### src/hw/rtl/pfdw_pkg.sv
// ----------------------------------------------------------------------------
// pfdw_pkg
// Shared types and codes for the page framebuffer with dirty window.
// ----------------------------------------------------------------------------
package pfdw_pkg;

    typedef enum logic [2:0] {
        OP_CLEAR     = 3'd0,
        OP_SET_PIXEL = 3'd1,
        OP_BLIT      = 3'd2,
        OP_FLUSH     = 3'd3,
        OP_READ      = 3'd4
    } pfdw_op_t;

    localparam logic [1:0] MODE_WHITE   = 2'd0;
    localparam logic [1:0] MODE_BLACK   = 2'd1;
    localparam logic [1:0] MODE_INVERSE = 2'd2;

    localparam logic REG_DISPLAY_WIDTH = 1'b0;
    localparam logic REG_PAGE_COUNT    = 1'b1;

    typedef enum logic [3:0] {
        ST_INIT,
        ST_IDLE,
        ST_DISPATCH,
        ST_CLEAR,
        ST_RD,
        ST_MOD,
        ST_RD2,
        ST_MOD2,
        ST_FLUSH,
        ST_DRAIN,
        ST_RESP
    } pfdw_state_t;

    typedef struct packed {
        logic capture;
        logic sweep_rst;
        logic sweep_adv;
        logic init_wr;
        logic clr_wr;
        logic rd_main;
        logic rd_spill;
        logic wr_main;
        logic wr_spill;
        logic fl_rd;
        logic win_clr;
        logic read_load;
        logic resp_load;
    } pfdw_cmd_t;

    typedef struct packed {
        logic [2:0] op;
        logic       acc_ok;
        logic       spill_ok;
        logic       area_last;
        logic       init_last;
        logic       out_free;
    } pfdw_status_t;

endpackage

### src/hw/rtl/pfdw_ctrl.sv
// ----------------------------------------------------------------------------
// pfdw_ctrl
// Sequencer: init pass, dispatch, read-modify-write, sweeps and response.
// ----------------------------------------------------------------------------
module pfdw_ctrl
    import pfdw_pkg::*;
(
    input  logic         aclk,
    input  logic         aresetn,
    input  logic         s_valid,
    output logic         s_ready,
    input  pfdw_status_t status,
    output pfdw_cmd_t    cmd
);

    pfdw_state_t state_reg;
    pfdw_state_t state_next;

    always_ff @(posedge aclk) begin
        if (!aresetn) begin
            state_reg <= ST_INIT;
        end else begin
            state_reg <= state_next;
        end
    end

    always_comb begin
        state_next = state_reg;
        case (state_reg)
            ST_INIT: begin
                if (status.init_last) state_next = ST_IDLE;
            end
            ST_IDLE: begin
                if (s_valid) state_next = ST_DISPATCH;
            end
            ST_DISPATCH: begin
                case (status.op)
                    OP_CLEAR: state_next = ST_CLEAR;
                    OP_FLUSH: state_next = ST_FLUSH;
                    OP_SET_PIXEL, OP_BLIT, OP_READ:
                        state_next = status.acc_ok ? ST_RD : ST_RESP;
                    default: state_next = ST_RESP;
                endcase
            end
            ST_CLEAR: begin
                if (status.area_last) state_next = ST_RESP;
            end
            ST_RD:  state_next = ST_MOD;
            ST_MOD: begin
                if (status.op == OP_BLIT && status.spill_ok) state_next = ST_RD2;
                else state_next = ST_RESP;
            end
            ST_RD2:  state_next = ST_MOD2;
            ST_MOD2: state_next = ST_RESP;
            ST_FLUSH: begin
                if (status.area_last) state_next = ST_DRAIN;
            end
            ST_DRAIN: state_next = ST_RESP;
            ST_RESP: begin
                if (status.out_free) state_next = ST_IDLE;
            end
            default: state_next = ST_INIT;
        endcase
    end

    always_comb begin
        cmd     = '0;
        s_ready = 1'b0;
        case (state_reg)
            ST_INIT: begin
                cmd.init_wr   = 1'b1;
                cmd.sweep_adv = 1'b1;
            end
            ST_IDLE: begin
                s_ready     = 1'b1;
                cmd.capture = s_valid;
            end
            ST_DISPATCH: begin
                cmd.sweep_rst = 1'b1;
                cmd.win_clr   = 1'b1;
            end
            ST_CLEAR: begin
                cmd.clr_wr    = 1'b1;
                cmd.sweep_adv = 1'b1;
            end
            ST_RD:  cmd.rd_main = 1'b1;
            ST_MOD: begin
                if (status.op == OP_READ) cmd.read_load = 1'b1;
                else cmd.wr_main = 1'b1;
            end
            ST_RD2:  cmd.rd_spill = 1'b1;
            ST_MOD2: cmd.wr_spill = 1'b1;
            ST_FLUSH: begin
                cmd.fl_rd     = 1'b1;
                cmd.sweep_adv = 1'b1;
            end
            ST_DRAIN: ;
            ST_RESP: cmd.resp_load = status.out_free;
            default: ;
        endcase
    end

endmodule

### config.mk
export PLATFORM = sky130hd
export DESIGN_NAME = pfdw_ctrl
export DESIGN_NICKNAME = d
export VERILOG_FILES = /design/src/hw/rtl/pfdw_pkg.sv /design/src/hw/rtl/pfdw_ctrl.sv
export SDC_FILE = /design/constraint.sdc
export NUM_CORES = 1
export LEC_CHECK = 0
export ABC_AREA = 1
export BUFFER_PORTS_ARGS = -buffer_cell sky130_fd_sc_hd__buf_2
export CAP_MARGIN = 30
export CORE_AREA = 2 2 39 41
export CTS_CLUSTER_SIZE = 40
export DETAILED_ROUTE_END_ITERATION = 16
export DIE_AREA = 0 0 41 43
export PLACE_DENSITY = 0.78
export SLEW_MARGIN = 20
export SYNTH_ARGS = -nofsm -noshare
export SYNTH_HDL_FRONTEND = slang
export SYNTH_SLANG_ARGS = --single-unit
### constraint.sdc
create_clock -name aclk -period 1.4 [get_ports aclk]
set_input_delay 0.07 -clock aclk [delete_from_list [all_inputs] [get_ports aclk]]
set_output_delay 0.07 -clock aclk [all_outputs]
set_load 0.01 [all_outputs]
==> summary.txt <==
Route
  – First-pass DRT Iterations: 4
  – Antenna viol nets, final: 0
  – Iteration-0 DRC Markers: 10
  – DRC: 0
  – Via count: 670
  – WL/cell: 9.786 um
  – Drt total wl: 1.370 mm
  – Vias per inst: 4.786

Min path
  – Hold Crit Class: in2reg
  – Worst Hold Launch: aresetn
  – Hold Path End: state_reg[0]$_SDFFE_PN0P_
  – WHS Path Cells: 3

Synthesis
  – Synthesized Nets: 109
  – YS warnings: 0
  – Synth area leader: nand2_1
  – Gate Count Post-Synth: 98
  – #FFs+latches synth: 4
  – Most common cell in the synthesized netlist: nand2_1
  – Netlist cell types: 17
  – Synth top area cells: nand2_1, dfxtp_1, inv_1
  – Post-synth EDFFs: 0
  – FFs w/ async S/R, synth: 0%
  – Post-synth top cells: nand2_1, inv_1, nor2_1
  – Synthesized area per cell: 5.132 sq um
  – Top_reg_cell synth: dfxtp_1
  – Sequential fraction of the synthesis area: 15.92%
  – Top-area cell type share of the netlist area: 22.39%
  – Synthesized area: 503.0 sq um

STA
  – Slew @ Worst Pin: 0.2550 ns
  – Max-slew violation count: 0
  – Final worst slack: 0.1085 ns
  – Final count of negative-setup-slack endpoints: 0
  – RSZ-0062 raised after global routing: false
  – Final Cycle Share: 92.25%
  – Post-route minimum period: 1.291 ns
  – Final Skew: 0.0004132 ns
  – Max Fclk: 774.3 MHz
  – Hold Vio Cnt, Final: 0
  – Fin Setup TNS: 0 ns
  – Worst hold slack: 0.1295 ns
  – Rel. slew slack: 82.95%

Layout
  – Final-layout fill cell count: 155
  – Ant. Diodes: 0
  – Share of layout cells above drive strength 1: 39.52%
  – Max reg flops: 4
  – Final nets: 137
  – Layout area overhead: 38.56%
  – Register Area: 85.08 sq um
  – Multi-input gate area: 367.9 sq um
  – Fin util: 50.36%

Die
  – Chip width: 41 um
  – DIE AREA: 0.001763 sq mm
  – Die Span Y: 43 um
  – Row count: 14
  – Area of the core: 0.001384 sq mm
  – I/O Pins: 25
  – Initial Utilization: 36.35%

Clocking
  – Hold-fix buffers, CTS: 0
  – Clock Tree Buf Depth: 2
  – Clock latency on the worst-skew pair: 0.23 ns
  – H-Tree Depth: 1
  – Postcts setup bufs: 0
  – CTS tree: yes
  – Number of clock sinks: 4
  – Clock slew at reported path FFs: 0.04 ns
  – CTS Buf Count: 3
  – Root Driver: clkbuf_4

Worst setup path
  – CP max FO: 7
  – Data arrival, critical path: 1.22 ns
  – Family with the most delay on the worst path: simple AND/OR/NAND/NOR gates
  – WP data required: 1.33 ns
  – CP max stage delay: 0.36 ns
  – Critical Path Source Type: flip-flop
  – R2R Path End: state_reg[1]$_SDFFE_PN0P_
  – R2R cell count: 8
  – R2r setup slk: 0.13 ns
  – Cell Chain, Critical Path: inv_4, nand2_2, nor2_4, nand2_2, nor3_2, buf_2
  – Slowest CP cell: dfxtp_2
  – Critical path class: reg2out
  – Most used cell, CP: nand2_2
  – Worst setup startpoint: state_reg[1]$_SDFFE_PN0P_
  – Reg-to-reg startpoint: state_reg[1]$_SDFFE_PN0P_
  – Crit. End Element: primary output
  – Number of buffers and inverters on the critical path: 2

Power and ir drop
  – Power consumption: 1.162 mW
  – PwrDens: 1668 mW/mm^2
  – Static Leak: 0.4215 nW
  – Max IR drop VDD: 0.4826 mV

Placement
  – Place WS: 0.04373 ns
  – Global placer's final weighted congestion: 0.8189
  – Post-DP HPWL: 1.141 mm
  – Number of port buffers: 24

Global routing
  – All-layer global routing usage: 15.85%
  – Initial antenna violation count: 0
  – Pin count of the biggest net entering global routing: 8
  – First-pass GRT wire length: 1.973 mm
  – Total grt overflow: 0
  – Vias in the first global route: 557

Status
  – Outcome: completed

Flow run
  – Max-cap violation count: 0
## per-layer routing
layer,vias to the layer above,wire (um),track usage [%]
met2,15,727,30.31
met1,297,564,15.71
met5,-,0,0
li1,356,-,-
met3,2,62,1.571
met4,0,16,6.000
## power by group
group          internal, mW  switching (mW)
clock                0.0955          0.0410
sequential            0.160          0.0847
combinational         0.290           0.490
## placed cells by master, fill, tap and decap left out, drive strengths merged
cell type and n:
nand2 33, buf 24, inv 20, nor2 18
nand3 6, a21oi 5, nor3 5, dfxtp 4
nand4 3, clkbuf 3, clkinv 1, o21ai 1
a31oi 1
## area by class of cell
class | count | area share [%]
clock buffers | 3 | 3.232
inverters | 21 | 11.67
multi-input cells | 72 | 52.78
flip-flops and latches | 4 | 12.21
well taps | 16 | 2.873
repair buffers | 24 | 17.24
## stage by stage
stage	std cells	instance area (sq um)
finish	140	696.9
global route	140	696.9
CTS	140	661.9
detailed placement	137	635.6
global placement	137	635.6
floorplan	98	503.0
## cells by family (layout without fill, tap and decap cells)
logic type	Yosys count	after routing	synth area share, %
AOI/OAI and AO/OA	7	7	8.708
buffers and inverters	22	48	17.16
and+or+nand+nor	65	65	58.21
DFF	4	4	15.92
## worst reg2reg max path, stage by stage, from the launching register on
cell	delay, ns
dfxtp_2	0.40
inv_4	0.07
nand2_2	0.10
inv_2	0.05
nand2_2	0.07
nor2_2	0.05
nor3_2	0.25
nand2_1	0.10
a21oi_1	0.12
## what timing repair did
action / CTS / global route
endpoints found under the hold margin: 0 / 0
gates resized for setup: 2 / 10
setup endpoints to repair: 4 / 9
cloned: 0 / 0
## how the worst max path moves through the flow
| stage | end | slack [ns] | cells past startpoint |
|---|---|---|---|
| 6_report | cmd[1] | 0.11 | 6 |
| 4_1_cts | cmd[11] | -0.01 | 4 |
| 3_3_place_gp | state_reg[0]$_SDFFE_PN0P_ | 0.04 | 7 |
| 3_5_place_dp | state_reg[0]$_SDFFE_PN0P_ | 0.04 | 7 |
| 5_1_grt | cmd[1] | 0.01 | 6 |
| 2_1_floorplan | state_reg[0]$_SDFFE_PN0P_ | 0.15 | 7 |
Note: power is estimated with default switching activity, not from simulation.
